### config.mk
export PLATFORM = sky130hd
export DESIGN_NAME = hamming_secded_byte_codec_flat
export DESIGN_NICKNAME = d
export VERILOG_FILES = /design/src/sv/hsc_pkg.sv /design/src/sv/hsc_in_if.sv /design/src/sv/hsc_out_if.sv /design/src/sv/hamming_secded_byte_codec.sv /design/src/sv/hsc_front.sv /design/src/sv/hsc_fifo.sv /design/src/sv/hsc_back.sv /design/src/flat_wrapper.sv
export SDC_FILE = /design/constraint.sdc
export NUM_CORES = 1
export LEC_CHECK = 0
export BUFFER_PORTS_ARGS = -buffer_cell sky130_fd_sc_hd__buf_2
export CORE_MARGIN = 2
export CORE_UTILIZATION = 38
export CTS_BUF_LIST = sky130_fd_sc_hd__clkbuf_8
export DETAILED_ROUTE_END_ITERATION = 10
export PLACE_DENSITY = 0.64
export SYNTH_ARGS = -nofsm -noshare
export SYNTH_HDL_FRONTEND = slang
export SYNTH_SLANG_ARGS = --single-unit
### constraint.sdc
create_clock -name clk -period 2.7 [get_ports clk]
set_input_delay 0.81 -clock clk [delete_from_list [all_inputs] [get_ports clk]]
set_output_delay 0.81 -clock clk [all_outputs]
set_load 0.02 [all_outputs]
### src/sv/hsc_pkg.sv
`timescale 1ns / 1ps
`default_nettype none
// Shared types, codes and coding functions for the Hamming / SECDED byte codec.
// No dependencies; the top, front end, queue and sequencer use this package.
package hsc_pkg;

  localparam logic OP_ENCODE = 1'b0;
  localparam logic OP_DECODE = 1'b1;

  localparam logic KIND_CODEWORD = 1'b0;
  localparam logic KIND_BYTE     = 1'b1;

  // One queued job: a codeword pair (two results) or a decoded byte (one result)
  typedef struct packed {
    logic       kind;
    logic [7:0] value_hi;
    logic [7:0] value_lo;
    logic [1:0] error_count;
    logic       uncorrectable;
  } hsc_job_t;

  typedef struct packed {
    logic     valid;
    hsc_job_t job;
  } hsc_head_t;

  // XOR of the indices of the set bits in positions 1..7
  function automatic logic [2:0] syndrome(input logic [7:0] cw);
    logic [2:0] s;
    s = '0;
    for (int k = 1; k < 8; k++) begin
      if (cw[k]) begin
        s = s ^ 3'(k);
      end
    end
    return s;
  endfunction

  function automatic logic [7:0] build_codeword(input logic [3:0] nib, input logic ext);
    logic [7:0] cw;
    logic [2:0] s;
    cw = {nib[0], nib[1], nib[2], 1'b0, nib[3], 3'b000};
    s = syndrome(cw);
    cw[1] = s[0];
    cw[2] = s[1];
    cw[4] = s[2];
    if (ext) begin
      cw[0] = ^cw;
    end
    return cw;
  endfunction

  function automatic logic [3:0] extract_nibble(input logic [7:0] cw);
    return {cw[3], cw[5], cw[6], cw[7]};
  endfunction

endpackage : hsc_pkg
`default_nettype wire

### src/sv/hsc_in_if.sv
`timescale 1ns / 1ps
`default_nettype none
// Input channel of the codec: valid/ready handshake with opcode and data byte.
// No dependencies.
interface hsc_in_if;
  logic       valid;
  logic       ready;
  logic       opcode;
  logic [7:0] data_in;

  modport source (output valid, output opcode, output data_in, input ready);
  modport sink   (input valid, input opcode, input data_in, output ready);
endinterface : hsc_in_if
`default_nettype wire

### src/sv/hsc_out_if.sv
`timescale 1ns / 1ps
`default_nettype none
// Result channel of the codec: valid/ready handshake with the result fields.
// No dependencies.
interface hsc_out_if;
  logic       valid;
  logic       ready;
  logic       kind;
  logic [7:0] value;
  logic       last;
  logic [1:0] error_count;
  logic       uncorrectable;

  modport source (output valid, output kind, output value, output last,
                  output error_count, output uncorrectable, input ready);
  modport sink   (input valid, input kind, input value, input last,
                  input error_count, input uncorrectable, output ready);
endinterface : hsc_out_if
`default_nettype wire

### src/sv/hamming_secded_byte_codec.sv
`timescale 1ns / 1ps
`default_nettype none
// Hamming(7,4) / SECDED(8,4) byte codec.
// in_ch carries opcode and data_in. Encode turns a byte into two codewords,
// high nibble first; decode takes one codeword per transfer and, after two,
// returns the corrected byte with error count and double-error flag.
// out_ch carries kind, value, last, error_count and uncorrectable.
// cfg_we/cfg_wdata write extended_mode (reset 1 = SECDED); write it only while idle.
// A completed job is written into the job queue and offered from its head.
// Throughput: one input transfer per cycle while the job queue has room; an
// encode gives two results, so the result port sets the pace for encoded bytes,
// and a decoded pair gives one result per two inputs. The front end decodes
// combinationally; the QUEUE_DEPTH-entry queue parts it from the result sequencer.
// in_ch.ready depends only on queue occupancy, never on out_ch.ready, so a
// stalled receiver fills the queue and then holds the input off.
// Reset (synchronous, rst_n low) empties the queue, drops any held first
// half and sets extended mode.
// Depends on hsc_pkg, hsc_in_if, hsc_out_if, hsc_front, hsc_fifo, hsc_back.
module hamming_secded_byte_codec #(
  parameter int QUEUE_DEPTH = 2
) (
  input  wire logic clk,
  input  wire logic rst_n,
  hsc_in_if.sink    in_ch,
  hsc_out_if.source out_ch,
  input  wire logic cfg_we,
  input  wire logic cfg_wdata
);

  logic               q_ready;
  logic               q_wr_en;
  hsc_pkg::hsc_job_t  q_wr_job;
  logic               q_rd_en;
  hsc_pkg::hsc_head_t q_head;

  hsc_front u_front (
    .clk       (clk),
    .rst_n     (rst_n),
    .in_ch     (in_ch),
    .cfg_we    (cfg_we),
    .cfg_wdata (cfg_wdata),
    .q_ready   (q_ready),
    .q_wr_en   (q_wr_en),
    .q_wr_job  (q_wr_job)
  );

  hsc_fifo #(
    .DEPTH (QUEUE_DEPTH)
  ) u_fifo (
    .clk      (clk),
    .rst_n    (rst_n),
    .wr_en    (q_wr_en),
    .wr_job   (q_wr_job),
    .wr_ready (q_ready),
    .rd_en    (q_rd_en),
    .head     (q_head)
  );

  hsc_back u_back (
    .clk    (clk),
    .rst_n  (rst_n),
    .head   (q_head),
    .rd_en  (q_rd_en),
    .out_ch (out_ch)
  );

endmodule : hamming_secded_byte_codec
`default_nettype wire

### src/sv/hsc_front.sv
`timescale 1ns / 1ps
`default_nettype none
// Front end: takes input transfers, encodes or decodes/corrects, pairs decoded halves.
// Depends on hsc_pkg and hsc_in_if.
module hsc_front (
  input  wire logic          clk,
  input  wire logic          rst_n,
  hsc_in_if.sink             in_ch,
  input  wire logic          cfg_we,
  input  wire logic          cfg_wdata,
  input  wire logic          q_ready,
  output      logic          q_wr_en,
  output      hsc_pkg::hsc_job_t q_wr_job
);

  logic       ext_mode_r, ext_mode_nxt;
  logic       half_seen_r, half_seen_nxt;
  logic [3:0] held_nibble_r, held_nibble_nxt;
  logic       held_error_r, held_error_nxt;
  logic       held_fatal_r, held_fatal_nxt;

  logic       accept;
  logic [2:0] syn;
  logic       par;
  logic [7:0] fixed_cw;
  logic       blk_err;
  logic       blk_fatal;
  logic [3:0] nib;

  assign in_ch.ready = q_ready;
  assign accept      = in_ch.valid && q_ready;

  assign syn = hsc_pkg::syndrome(in_ch.data_in);
  assign par = ^in_ch.data_in;

  always_comb begin
    fixed_cw  = in_ch.data_in;
    blk_err   = 1'b0;
    blk_fatal = 1'b0;
    if (ext_mode_r) begin
      if (syn != 3'd0) begin
        blk_err = 1'b1;
        if (par) begin
          fixed_cw = in_ch.data_in ^ (8'd1 << syn);
        end else begin
          // even parity with a nonzero syndrome: double error, leave the data
          blk_fatal = 1'b1;
        end
      end else if (par) begin
        // only the overall parity bit is wrong
        blk_err  = 1'b1;
        fixed_cw = in_ch.data_in ^ 8'd1;
      end
    end else if (syn != 3'd0) begin
      blk_err  = 1'b1;
      fixed_cw = in_ch.data_in ^ (8'd1 << syn);
    end
  end

  assign nib = hsc_pkg::extract_nibble(fixed_cw);

  always_comb begin
    q_wr_job = '0;
    if (in_ch.opcode == hsc_pkg::OP_ENCODE) begin
      q_wr_job.kind     = hsc_pkg::KIND_CODEWORD;
      q_wr_job.value_hi = hsc_pkg::build_codeword(in_ch.data_in[7:4], ext_mode_r);
      q_wr_job.value_lo = hsc_pkg::build_codeword(in_ch.data_in[3:0], ext_mode_r);
    end else begin
      q_wr_job.kind          = hsc_pkg::KIND_BYTE;
      q_wr_job.value_hi      = {held_nibble_r, nib};
      q_wr_job.error_count   = {1'b0, held_error_r} + {1'b0, blk_err};
      q_wr_job.uncorrectable = held_fatal_r | blk_fatal;
    end
  end

  // a first decoded half produces nothing; hold it instead
  assign q_wr_en = accept && ((in_ch.opcode == hsc_pkg::OP_ENCODE) || half_seen_r);

  always_comb begin
    ext_mode_nxt    = cfg_we ? cfg_wdata : ext_mode_r;
    half_seen_nxt   = half_seen_r;
    held_nibble_nxt = held_nibble_r;
    held_error_nxt  = held_error_r;
    held_fatal_nxt  = held_fatal_r;
    if (accept && (in_ch.opcode == hsc_pkg::OP_DECODE)) begin
      if (half_seen_r) begin
        half_seen_nxt   = 1'b0;
        held_nibble_nxt = '0;
        held_error_nxt  = 1'b0;
        held_fatal_nxt  = 1'b0;
      end else begin
        half_seen_nxt   = 1'b1;
        held_nibble_nxt = nib;
        held_error_nxt  = blk_err;
        held_fatal_nxt  = blk_fatal;
      end
    end
  end

  always_ff @(posedge clk) begin
    if (!rst_n) begin
      ext_mode_r    <= 1'b1;
      half_seen_r   <= 1'b0;
      held_nibble_r <= '0;
      held_error_r  <= 1'b0;
      held_fatal_r  <= 1'b0;
    end else begin
      ext_mode_r    <= ext_mode_nxt;
      half_seen_r   <= half_seen_nxt;
      held_nibble_r <= held_nibble_nxt;
      held_error_r  <= held_error_nxt;
      held_fatal_r  <= held_fatal_nxt;
    end
  end

endmodule : hsc_front
`default_nettype wire

### src/sv/hsc_fifo.sv
`timescale 1ns / 1ps
`default_nettype none
// Short job queue between the front end and the result sequencer.
// Depends on hsc_pkg.
module hsc_fifo #(
  parameter int DEPTH = 2
) (
  input  wire logic              clk,
  input  wire logic              rst_n,
  input  wire logic              wr_en,
  input  wire hsc_pkg::hsc_job_t wr_job,
  output      logic              wr_ready,
  input  wire logic              rd_en,
  output      hsc_pkg::hsc_head_t head
);

  localparam int PTR_W = (DEPTH > 1) ? $clog2(DEPTH) : 1;
  localparam int CNT_W = $clog2(DEPTH + 1);
  localparam logic [PTR_W-1:0] LAST_PTR = PTR_W'(DEPTH - 1);
  localparam logic [CNT_W-1:0] FULL_CNT = CNT_W'(DEPTH);

  hsc_pkg::hsc_job_t mem [DEPTH];

  logic [PTR_W-1:0] wr_ptr_r, wr_ptr_nxt;
  logic [PTR_W-1:0] rd_ptr_r, rd_ptr_nxt;
  logic [CNT_W-1:0] count_r, count_nxt;

  assign wr_ready   = (count_r != FULL_CNT);
  assign head.valid = (count_r != '0);
  assign head.job   = mem[rd_ptr_r];

  always_comb begin
    wr_ptr_nxt = wr_ptr_r;
    rd_ptr_nxt = rd_ptr_r;
    count_nxt  = count_r;
    if (wr_en) begin
      wr_ptr_nxt = (wr_ptr_r == LAST_PTR) ? '0 : wr_ptr_r + 1'b1;
    end
    if (rd_en) begin
      rd_ptr_nxt = (rd_ptr_r == LAST_PTR) ? '0 : rd_ptr_r + 1'b1;
    end
    if (wr_en && !rd_en) begin
      count_nxt = count_r + 1'b1;
    end else if (!wr_en && rd_en) begin
      count_nxt = count_r - 1'b1;
    end
  end

  always_ff @(posedge clk) begin
    if (wr_en) begin
      mem[wr_ptr_r] <= wr_job;
    end
  end

  always_ff @(posedge clk) begin
    if (!rst_n) begin
      wr_ptr_r <= '0;
      rd_ptr_r <= '0;
      count_r  <= '0;
    end else begin
      wr_ptr_r <= wr_ptr_nxt;
      rd_ptr_r <= rd_ptr_nxt;
      count_r  <= count_nxt;
    end
  end

  a_no_overflow: assert property (@(posedge clk) disable iff (!rst_n)
    wr_en |-> (count_r != FULL_CNT))
    else $error("job queue written while full");

  a_no_underflow: assert property (@(posedge clk) disable iff (!rst_n)
    rd_en |-> (count_r != '0))
    else $error("job queue read while empty");

endmodule : hsc_fifo
`default_nettype wire

### src/sv/hsc_back.sv
`timescale 1ns / 1ps
`default_nettype none
// Result sequencer: plays out each queued job as one or two result transfers.
// Depends on hsc_pkg and hsc_out_if.
module hsc_back (
  input  wire logic               clk,
  input  wire logic               rst_n,
  input  wire hsc_pkg::hsc_head_t head,
  output      logic               rd_en,
  hsc_out_if.source               out_ch
);

  logic phase_r, phase_nxt;
  logic is_pair;
  logic xfer;

  assign is_pair = (head.job.kind == hsc_pkg::KIND_CODEWORD);
  assign xfer    = out_ch.valid && out_ch.ready;

  assign out_ch.valid         = head.valid;
  assign out_ch.kind          = head.job.kind;
  assign out_ch.value         = (is_pair && phase_r) ? head.job.value_lo : head.job.value_hi;
  assign out_ch.last          = !is_pair || phase_r;
  assign out_ch.error_count   = head.job.error_count;
  assign out_ch.uncorrectable = head.job.uncorrectable;

  // drop the job once its final result has gone
  assign rd_en = xfer && out_ch.last;

  always_comb begin
    phase_nxt = phase_r;
    if (xfer) begin
      phase_nxt = !out_ch.last;
    end
  end

  always_ff @(posedge clk) begin
    if (!rst_n) begin
      phase_r <= 1'b0;
    end else begin
      phase_r <= phase_nxt;
    end
  end

  a_phase_on_pair: assert property (@(posedge clk) disable iff (!rst_n)
    phase_r |-> (head.valid && is_pair))
    else $error("second half pending without a codeword pair at the head");

  a_low_follows_high: assert property (@(posedge clk) disable iff (!rst_n)
    (xfer && is_pair && !phase_r) |=> (phase_r && !rd_en || out_ch.valid))
    else $error("low codeword not presented after high codeword");

endmodule : hsc_back
`default_nettype wire
### src/flat_wrapper.sv
// flat-port wrapper written by rule: the top's interface ports become plain ports
module hamming_secded_byte_codec_flat 
#(
  parameter int QUEUE_DEPTH = 2
)
  (clk, rst_n, cfg_we, cfg_wdata, in_ch_valid, in_ch_opcode, in_ch_data_in, in_ch_ready, out_ch_valid, out_ch_kind, out_ch_value, out_ch_last, out_ch_error_count, out_ch_uncorrectable, out_ch_ready);
  hsc_in_if in_ch_i ();
  hsc_out_if out_ch_i ();
  input  wire logic clk;
  input  wire logic rst_n;
  input  wire logic cfg_we;
  input  wire logic cfg_wdata;
  input wire logic [$bits(in_ch_i.valid)-1:0] in_ch_valid;
  input wire logic [$bits(in_ch_i.opcode)-1:0] in_ch_opcode;
  input wire logic [$bits(in_ch_i.data_in)-1:0] in_ch_data_in;
  output wire logic [$bits(in_ch_i.ready)-1:0] in_ch_ready;
  output wire logic [$bits(out_ch_i.valid)-1:0] out_ch_valid;
  output wire logic [$bits(out_ch_i.kind)-1:0] out_ch_kind;
  output wire logic [$bits(out_ch_i.value)-1:0] out_ch_value;
  output wire logic [$bits(out_ch_i.last)-1:0] out_ch_last;
  output wire logic [$bits(out_ch_i.error_count)-1:0] out_ch_error_count;
  output wire logic [$bits(out_ch_i.uncorrectable)-1:0] out_ch_uncorrectable;
  input wire logic [$bits(out_ch_i.ready)-1:0] out_ch_ready;
  assign in_ch_i.valid = in_ch_valid;
  assign in_ch_i.opcode = in_ch_opcode;
  assign in_ch_i.data_in = in_ch_data_in;
  assign in_ch_ready = in_ch_i.ready;
  assign out_ch_valid = out_ch_i.valid;
  assign out_ch_kind = out_ch_i.kind;
  assign out_ch_value = out_ch_i.value;
  assign out_ch_last = out_ch_i.last;
  assign out_ch_error_count = out_ch_i.error_count;
  assign out_ch_uncorrectable = out_ch_i.uncorrectable;
  assign out_ch_i.ready = out_ch_ready;
  hamming_secded_byte_codec #(.QUEUE_DEPTH(QUEUE_DEPTH)) u_core (.clk(clk), .rst_n(rst_n), .in_ch(in_ch_i), .out_ch(out_ch_i), .cfg_we(cfg_we), .cfg_wdata(cfg_wdata));
endmodule
==> results.sh, run 1 <==
export IMPL_synth_seq_cells=54
export IMPL_hold_buffers=0
export IMPL_layout_min_cycle_time_ns=2.63
export IMPL_relSlewSlack=0.752
export IMPL_timing_hold_ws_ns=0.470
export IMPL_reg2reg_slack_ns=0.63
export IMPL_core_um2=6680
export IMPL_leakage_nw=1.09
export IMPL_overflow=0
export IMPL_grt_pass1_wl_mm=7.58
export IMPL_async_flop_share=0
export IMPL_cp_data_arrival_time_ns=1.82
export IMPL_clock_latency_ns=0.30
export IMPL_p_per_area_nw_per_um2=718
export IMPL_htreeDepth=2
export IMPL_fin_skew_ns=0.00584
export IMPL_port_buffers=29
export IMPL_finalSetupViolCount=0
export IMPL_syn_cell_area_um2=2590
export IMPL_die_w_um=86.6
export IMPL_row_count=30
export IMPL_avgViaCountPerCell=4.91
export IMPL_yosysWarnings=0
export IMPL_postSynthNetCount=213
export IMPL_min_path_cells=2
export IMPL_ios=30
export IMPL_most_common_layout_cells="edfxtp_1, buf_2, and2_1"
export IMPL_hpwl_mm=3.28
export IMPL_grt_setup_unrepaired="false"
export IMPL_final_common_cell="edfxtp_1"
export IMPL_routabilityCongestion=0.836
export IMPL_antenna_cells=0
export IMPL_cts_made_buffers=5
export IMPL_hold_viol=0
export IMPL_path_max_fanout=8
export IMPL_synth_ff_type="edfxtp_1"
export IMPL_synth_edf_count=40
export IMPL_dieArea_um2=7500
export IMPL_area_growth_syn_to_layout_pct=16.0
export IMPL_worstMarginPinSlew_ns=0.370
export IMPL_synth_cells=196
export IMPL_nNetsFinal=250
export IMPL_first_global_vias=1514
export IMPL_initial_utilization=0.388
export IMPL_cp_start_kind="register"
export IMPL_yosysSeqAreaShare=0.572
export IMPL_irDropWorstVdd_mv=0.260
export IMPL_drt_drc_violations_left=0
export IMPL_required_ns=1.89
export IMPL_hp_start="u_core.u_front.held_nibble_r[3]"
export IMPL_avgSynthCellArea_um2=13.2
export IMPL_report_final_slew_viol_count=0
export IMPL_r2r_cells=7
export IMPL_multi_input_area_um2=1060
export IMPL_worstSetupPathType="reg2out"
export IMPL_cts_root_buf="clkbuf_8"
export IMPL_hp_class="reg2reg"
export IMPL_clkSlewWorstSetupHoldPaths_ns=0.09
export IMPL_fin_tns_setup_ns=0
export IMPL_avgRoutedWirePerCell_um=14.5
export IMPL_min_period_over_period=0.974
export IMPL_cts_tree="done"
export IMPL_cp_end_kind="output port"
export IMPL_rr_endpoint="u_core.u_fifo.count_r[1]"
export IMPL_fill_cells=625
export IMPL_first_pass_iters=4
export IMPL_fmax_mhz=380
export IMPL_drive_gt1_frac=0.312
export IMPL_vias=1541
export IMPL_regArea_um2=1480
export IMPL_clockBufferDepth=2
export IMPL_grt_usage=0.133
export IMPL_max_cap_violations=0
export IMPL_antenna_left=0
export IMPL_r2r_start="u_core.u_fifo.mem[0][19]"
export IMPL_synthDistinctLibCells=39
export IMPL_antenna_found_initial=0
export IMPL_wirelength_mm=4.55
export IMPL_hold_path_endpoint="u_core.u_front.held_nibble_r[3]"
export IMPL_cts_sinks=54
export IMPL_die_y_um=86.6
export IMPL_drtIter0Drc=63
export IMPL_grt_max_degree=26
export IMPL_outcome="finished, final reports clean"
[registers in the layout, indices dropped and copies added, names as in the netlist, named ones only]
signal / count
u_core.u_front.held_fatal_r: 1
u_core.u_front.held_nibble_r: 4
u_core.u_fifo.rd_ptr_r: 1
u_core.u_back.phase_r: 1
u_core.u_front.half_seen_r: 1
u_core.u_fifo.mem: 40
u_core.u_fifo.count_r: 2
u_core.u_fifo.wr_ptr_r: 1
u_core.u_front.held_error_r: 1
u_core.u_front.ext_mode_r: 1
[cell usage after synthesis (all sizes together), types with 4 or more instances]
cell type / n / share of area
a21oi: 6 / 0.012
and2: 15 / 0.036
buf: 5 / 0.0092
clkbuf: 4 / 0.0058
dfxtp: 14 / 0.11
edfxtp: 40 / 0.46
inv: 4 / 0.0058
mux2: 7 / 0.030
mux4: 8 / 0.070
nand2: 9 / 0.013
nand3: 5 / 0.0097
nor2: 9 / 0.013
nor2b: 6 / 0.014
nor3: 4 / 0.0077
o21ai: 10 / 0.019
xnor2: 14 / 0.047
xor2: 10 / 0.050
[where the power goes]
part / leakage (nW) / total [mW] / switching [mW] / internal [mW]
clock: 0.0416 / 0.427 / 0.248 / 0.179
combinational: 0.560 / 0.685 / 0.374 / 0.311
sequential: 0.488 / 1.05 / 0.0401 / 1.01
[critical path: stages, from the launching register on]
cell      delay, ns
edfxtp_1       0.37
mux2_4         0.29
inv_2          0.05
nand2_2        0.06
buf_12         0.15
mux4_2         0.43
buf_6          0.15
[logic make-up (layout without fill, tap and decap cells)]
| family | Yosys count | in the layout | share of synthesized area |
|---|---|---|---|
| adder cells (fa/ha/maj) | 2 | 2 | 0.00966 |
| AND/OR/NAND/NOR | 59 | 59 | 0.123 |
| buffers and inverters | 13 | 51 | 0.0208 |
| AO/OA/AOI/OAI | 28 | 28 | 0.0739 |
| XOR/XNOR | 24 | 24 | 0.0971 |
| flip-flops | 54 | 54 | 0.572 |
| multiplexers | 16 | 16 | 0.104 |
[layout make-up]
class | count | share of cell area
clock buffers | 5 | 0.0229
clock inverters | 3 | 0.00624
inverters | 4 | 0.00500
multi-input cells | 129 | 0.353
flip-flops and latches | 54 | 0.493
well taps | 80 | 0.0333
repair buffers | 39 | 0.0858
[metrics by stage]
step | power (mW) | utilization | setup slack, ns | area (um2) | instances
after detailed placement | 1.72 | 0.429 | 0.0389 | 2870 | 305
after CTS | 2.15 | 0.443 | 0.00958 | 2960 | 313
after floorplan | 1.53 | - | 0.137 | 2590 | 196
after global placement | 1.71 | 0.429 | 0.0277 | 2870 | 305
after global routing | 2.29 | 0.450 | 0.00428 | 3010 | 314
final | 2.16 | 0.450 | 0.0714 | 3010 | 314
[layer usage]
metal  part of all wire  up-vias  routed length (um)  track usage
met5                  0        -                   0            0
met3              0.030        6                 136       0.0276
li1                   -      774                   -            -
met4              0.013        0                  60       0.0426
met1               0.48      738                2180        0.178
met2               0.48       23                2170        0.217
[repair_timing]
item	4_1_cts	5_1_grt
setup endpoints to repair	8	8
resized for setup	3	12
setup buffers	0	1
[worst max-delay path by stage]
stage,startpoint,end,slack (ns)
finish,u_core.u_fifo.mem[0][19],out_ch_value[7],0.07
global route,u_core.u_fifo.mem[0][19],out_ch_value[0],0.004
CTS,register,out_ch_value[7],0.01
detailed placement,in_ch_data_in[3],u_core.u_fifo.mem[1][14],0.04
global placement,in_ch_data_in[3],u_core.u_fifo.mem[0][14],0.03
floorplan,in_ch_data_in[3],u_core.u_fifo.mem[0][1],0.14
No activity file was read; power rests on OpenSTA's default activity.
==> run 2: changes to the inputs <==
Clock period 2.7 ns to 2.3 ns, I/O delays scaled along.
==> results.sh, run 2 (synthesis gave the netlist of run 1 again) <==
export IMPL_outcome="complete, but fails checks"
export IMPL_violations="negative setup slack"
export IMPL_row_count=30
export IMPL_routabilityCongestion=0.778
export IMPL_dieArea_um2=7500
export IMPL_vias=1600
export IMPL_required_ns=1.61
export IMPL_ios=30
export IMPL_regArea_um2=1480
export IMPL_report_final_slew_viol_count=0
export IMPL_die_y_um=86.6
export IMPL_most_common_layout_cells="edfxtp_1, buf_4, buf_2"
export IMPL_hold_viol=0
export IMPL_worstMarginPinSlew_ns=0.379
export IMPL_cp_end_kind="output port"
export IMPL_place_ws_ns=-0.234
export IMPL_die_w_um=86.6
export IMPL_cp_start_kind="register"
export IMPL_fin_skew_ns=0.00887
export IMPL_core_um2=6680
export IMPL_first_global_vias=1637
export IMPL_min_period_over_period=1.08
export IMPL_antenna_left=0
export IMPL_grt_setup_unrepaired="true"
export IMPL_avgRoutedWirePerCell_um=14.6
export IMPL_cts_sinks=54
export IMPL_worstSetupPathType="reg2out"
export IMPL_nNetsFinal=267
export IMPL_irDropWorstVdd_mv=0.367
export IMPL_finalSetupViolCount=8
export IMPL_grt_usage=0.141
export IMPL_fill_cells=598
export IMPL_antenna_cells=0
export IMPL_grt_max_degree=26
export IMPL_largest_reg_flops=40
export IMPL_avgViaCountPerCell=4.83
export IMPL_clkSlewWorstSetupHoldPaths_ns=0.09
export IMPL_drtIter0Drc=58
export IMPL_postCtsSetupBuffers=0
export IMPL_relSlewSlack=0.746
export IMPL_max_cap_violations=0
export IMPL_timing_hold_ws_ns=0.469
export IMPL_first_pass_iters=4
export IMPL_wirelength_mm=4.82
export IMPL_final_common_cell="edfxtp_1"
export IMPL_clock_latency_ns=0.29
export IMPL_overflow=0
export IMPL_path_max_fanout=8
export IMPL_multi_input_area_um2=1140
export IMPL_initial_utilization=0.388
export IMPL_port_buffers=29
export IMPL_cts_root_buf="clkbuf_8"
export IMPL_leakage_nw=1.24
export IMPL_antenna_found_initial=0
export IMPL_cts_tree="done"
export IMPL_drive_gt1_frac=0.390
export IMPL_clockBufferDepth=2
export IMPL_grt_pass1_wl_mm=8.06
export IMPL_htreeDepth=2
export IMPL_layout_min_cycle_time_ns=2.48
export IMPL_cp_data_arrival_time_ns=1.79
export IMPL_worst_slack_ns=-0.184
export IMPL_hpwl_mm=3.62
export IMPL_p_per_area_nw_per_um2=864
export IMPL_fmax_mhz=403
export IMPL_cts_made_buffers=5
export IMPL_area_growth_syn_to_layout_pct=27.5
export IMPL_top_regs="u_core.u_fifo.mem x40, u_core.u_front.held_nibble_r x4, u_core.u_fifo.count_r x2"
export IMPL_hp_class="reg2reg"
export IMPL_drt_drc_violations_left=0
export IMPL_regMostFlops="u_core.u_fifo.mem"
run 2: worst paths after layout:
check | start | endpoint | slack [ns] | cells past startpoint
worst max register to register | u_core.u_fifo.mem[0][19] | u_core.u_fifo.count_r[1] | 0.26 | 7
worst max-delay path | u_core.u_fifo.mem[0][19] | out_ch_value[4] | -0.18 | 6
worst min-delay path | u_core.u_front.held_nibble_r[3] | u_core.u_front.held_nibble_r[3] | 0.47 | 2
worst min register to register | u_core.u_front.held_nibble_r[3] | u_core.u_front.held_nibble_r[3] | 0.47 | 2
run 2: per-layer routing:
| layer | GRT usage | share of wire | wire [um] | up-vias |
|---|---|---|---|---|
| met5 | 0 | 0 | 0 | - |
| met4 | 0.0469 | 0.010 | 49 | 0 |
| met3 | 0.0229 | 0.028 | 134 | 2 |
| met2 | 0.239 | 0.49 | 2370 | 30 |
| met1 | 0.186 | 0.47 | 2270 | 763 |
| li1 | - | - | - | 805 |
run 2: power breakdown:
part / switching [mW] / leakage, nW / internal, mW
Sequential: 0.0499 / 0.488 / 1.18
Clock: 0.283 / 0.0658 / 0.430
Combinational: 0.468 / 0.684 / 0.443
run 2: repair_timing:
item	in CTS	in global routing
setup endpoints to repair	8	10
resized for setup	19	1
gates cloned	0	0
hold buffers	0	0
pin swaps	0	0
run 2: area by class of cell:
| class | count | share of cell area |
|---|---|---|
| clock inverter | 3 | 0.0193 |
| multi-input combinational | 129 | 0.344 |
| sequential | 54 | 0.449 |
| clock buffer | 5 | 0.0208 |
| timing repair buffer | 56 | 0.132 |
| tap | 80 | 0.0303 |
| inverter | 4 | 0.00455 |
run 2: worst max-delay path, stage by stage, from the launching register on:
cell	delay, ns
edfxtp_1	0.37
mux2_4	0.29
inv_2	0.05
nand2_2	0.06
buf_12	0.15
mux4_2	0.44
buf_6	0.15
run 2: stage by stage:
step / TNS (ns) / total power [mW] / util / std cells / cell area [um2]
final: -1.38 / 2.86 / 0.494 / 331 / 3300
after global routing: -2.17 / 3.00 / 0.494 / 331 / 3300
after CTS: -1.57 / 2.88 / 0.493 / 331 / 3300
after detailed placement: -1.21 / 2.11 / 0.465 / 323 / 3110
after global placement: -0.786 / 2.09 / 0.465 / 323 / 3110
after floorplan: 0 / 1.82 / - / 196 / 2670
==> run 3: changes to the inputs <==
Settings changed: CORE_UTILIZATION 38 to 30, PLACE_DENSITY 0.64 to 0.54.
==> results.sh, run 3 (synthesis gave the netlist of run 1 again) <==
export IMPL_row_count=33
export IMPL_final_cells=354
export IMPL_clock_latency_ns=0.31
export IMPL_crit_buf_inv=2
export IMPL_antenna_found_initial=0
export IMPL_path_cells="mux2_4, inv_4, nand2_8, mux4_2, buf_6"
export IMPL_power_switching_mw=0.850
export IMPL_violations="negative setup slack"
export IMPL_cts_root_buf="clkbuf_8"
export IMPL_slowest_delay_ns=0.47
export IMPL_p_int_mw=1.85
export IMPL_grt_pass1_wl_mm=8.32
export IMPL_report_final_slew_viol_count=0
export IMPL_leakage_nw=1.20
export IMPL_max_cap_violations=0
export IMPL_layout_min_cycle_time_ns=2.47
export IMPL_die_y_um=96.9
export IMPL_nNetsFinal=265
export IMPL_worst_slack_ns=-0.166
export IMPL_reg2reg_slack_ns=0.21
export IMPL_p_clk_frac=0.204
export IMPL_rr_endpoint="u_core.u_fifo.count_r[1]"
export IMPL_ios=30
export IMPL_dieArea_um2=9400
export IMPL_path_max_fanout=8
export IMPL_wirelength_mm=4.96
export IMPL_antenna_cells=0
export IMPL_min_path_cells=2
export IMPL_min_period_over_period=1.07
export IMPL_antenna_left=0
export IMPL_place_ws_ns=-0.145
export IMPL_p_seq_frac=0.455
export IMPL_hp_start="u_core.u_front.held_fatal_r"
export IMPL_finalSetupViolCount=8
export IMPL_utilization=0.395
export IMPL_timing_hold_ws_ns=0.471
export IMPL_grt_max_degree=26
export IMPL_dp_cells=346
export IMPL_drt_drc_violations_left=0
export IMPL_fin_skew_ns=0.00603
export IMPL_cp_data_arrival_time_ns=1.78
export IMPL_routabilityCongestion=0.778
export IMPL_cp_start_kind="register"
export IMPL_first_pass_iters=4
export IMPL_outcome="complete, but fails checks"
export IMPL_overflow=0
export IMPL_hold_buffers=0
export IMPL_irDropWorstVdd_mv=0.270
export IMPL_cts_tree="done"
export IMPL_initial_utilization=0.312
export IMPL_top_regs="u_core.u_fifo.mem x40, u_core.u_front.held_nibble_r x4, u_core.u_fifo.count_r x2"
export IMPL_hold_path_endpoint="u_core.u_front.held_fatal_r"
export IMPL_avgViaCountPerCell=4.54
export IMPL_critical_path_slowest_cell="mux4_2"
export IMPL_htreeDepth=2
export IMPL_comb_power_share=0.340
export IMPL_final_common_cell="edfxtp_1"
export IMPL_first_global_vias=1580
export IMPL_regMostFlops="u_core.u_fifo.mem"
export IMPL_required_ns=1.61
export IMPL_clockBufferDepth=2
export IMPL_vias=1606
export IMPL_hp_class="reg2reg"
export IMPL_worstMarginPinSlew_ns=0.363
export IMPL_p_per_area_nw_per_um2=826
export IMPL_hpwl_mm=3.80
export IMPL_crit_family="multiplexers"
export IMPL_drtIter0Drc=72
export IMPL_avgRoutedWirePerCell_um=14.0
export IMPL_fmax_mhz=406
export IMPL_core_um2=8300
export IMPL_worstSetupPathType="reg2out"
export IMPL_most_common_layout_cells="edfxtp_1, buf_4, buf_2"
export IMPL_die_w_um=96.9
export IMPL_grt_usage=0.112
export IMPL_clkSlewWorstSetupHoldPaths_ns=0.10
export IMPL_area_growth_syn_to_layout_pct=26.4
export IMPL_r2r_cells=7
export IMPL_grt_setup_unrepaired="true"
export IMPL_switching_share=0.314
export IMPL_cp_end_kind="output port"
export IMPL_largest_reg_flops=40
export IMPL_hold_viol=0
export IMPL_relSlewSlack=0.757
export IMPL_port_buffers=29
export IMPL_drive_gt1_frac=0.386
export IMPL_r2r_start="u_core.u_fifo.mem[0][19]"
export IMPL_cts_made_buffers=5
export IMPL_cts_sinks=54
==> run 3: power groups by stage <==
| stage | Clock (mW) | Sequential (mW) | Combinational, mW |
|---|---|---|---|
| 2_1_floorplan | 0 | 1.24 | 0.581 |
| 5_1_grt | 0.616 | 1.24 | 1.01 |
| 6_report | 0.552 | 1.23 | 0.920 |
| 4_1_cts | 0.572 | 1.23 | 0.928 |
| 3_3_place_gp | 0 | 1.25 | 0.848 |
| 3_5_place_dp | 0 | 1.25 | 0.854 |
==> run 3: stage by stage <==
| stage | TNS [ns] | area [um2] | power, mW |
|---|---|---|---|
| after floorplan | 0 | 2670 | 1.82 |
| after detailed placement | -1.08 | 3100 | 2.10 |
| after global placement | -1.02 | 3100 | 2.09 |
| final | -1.14 | 3270 | 2.70 |
| after global routing | -1.76 | 3270 | 2.87 |
| after CTS | -1.33 | 3270 | 2.73 |
==> run 3: metal layers <==
metal / wire (um) / vias up / track usage / share of wire
met2: 2310 / 27 / 0.175 / 0.46
met4: 82 / 0 / 0.0390 / 0.017
met5: 0 / - / 0 / 0
li1: - / 811 / - / -
met3: 140 / 5 / 0.0224 / 0.028
met1: 2440 / 763 / 0.155 / 0.49
==> run 3: worst max-delay path by stage <==
stage / start / to / slack, ns / cells past startpoint
after floorplan: in_ch_data_in[6] / u_core.u_fifo.mem[0][1] / 0.01 / 7
after global placement: in_ch_data_in[1] / u_core.u_fifo.mem[0][14] / -0.16 / 7
after detailed placement: in_ch_data_in[1] / u_core.u_fifo.mem[0][14] / -0.15 / 7
after CTS: u_core.u_fifo.mem[0][19] / out_ch_value[0] / -0.18 / 5
after global routing: u_core.u_fifo.mem[0][19] / out_ch_value[0] / -0.25 / 5
final: u_core.u_fifo.mem[0][19] / out_ch_value[0] / -0.17 / 5
==> run 3: repair_timing <==
item	4_1_cts	5_1_grt
hold endpoints to repair	0	0
buffers inserted	0	0
resized for setup	22	2
pin swaps	1	0
endpoints found under the setup margin	8	9
==> run 3: cell type report <==
class                      instances  area, um2
clock inverter                     3       28.8
fill                             793       5020
multi-input combinational        129       1140
inverter                           4       17.5
tap                              105        131
clock buffer                       5       68.8
sequential                        54       1480
timing repair buffer              54        402
==> run 3: worst register-to-register path, delay by kind of cell, from the launching register on <==
kind | cells | cell delay (ns)
buffers and inverters | 1 | 0.14
adder cells (fa/ha/maj) | 1 | 0.28
flip-flops | 1 | 0.38
AO/OA/AOI/OAI | 1 | 0.15
multiplexers | 1 | 0.30
AND/OR/NAND/NOR | 3 | 0.78
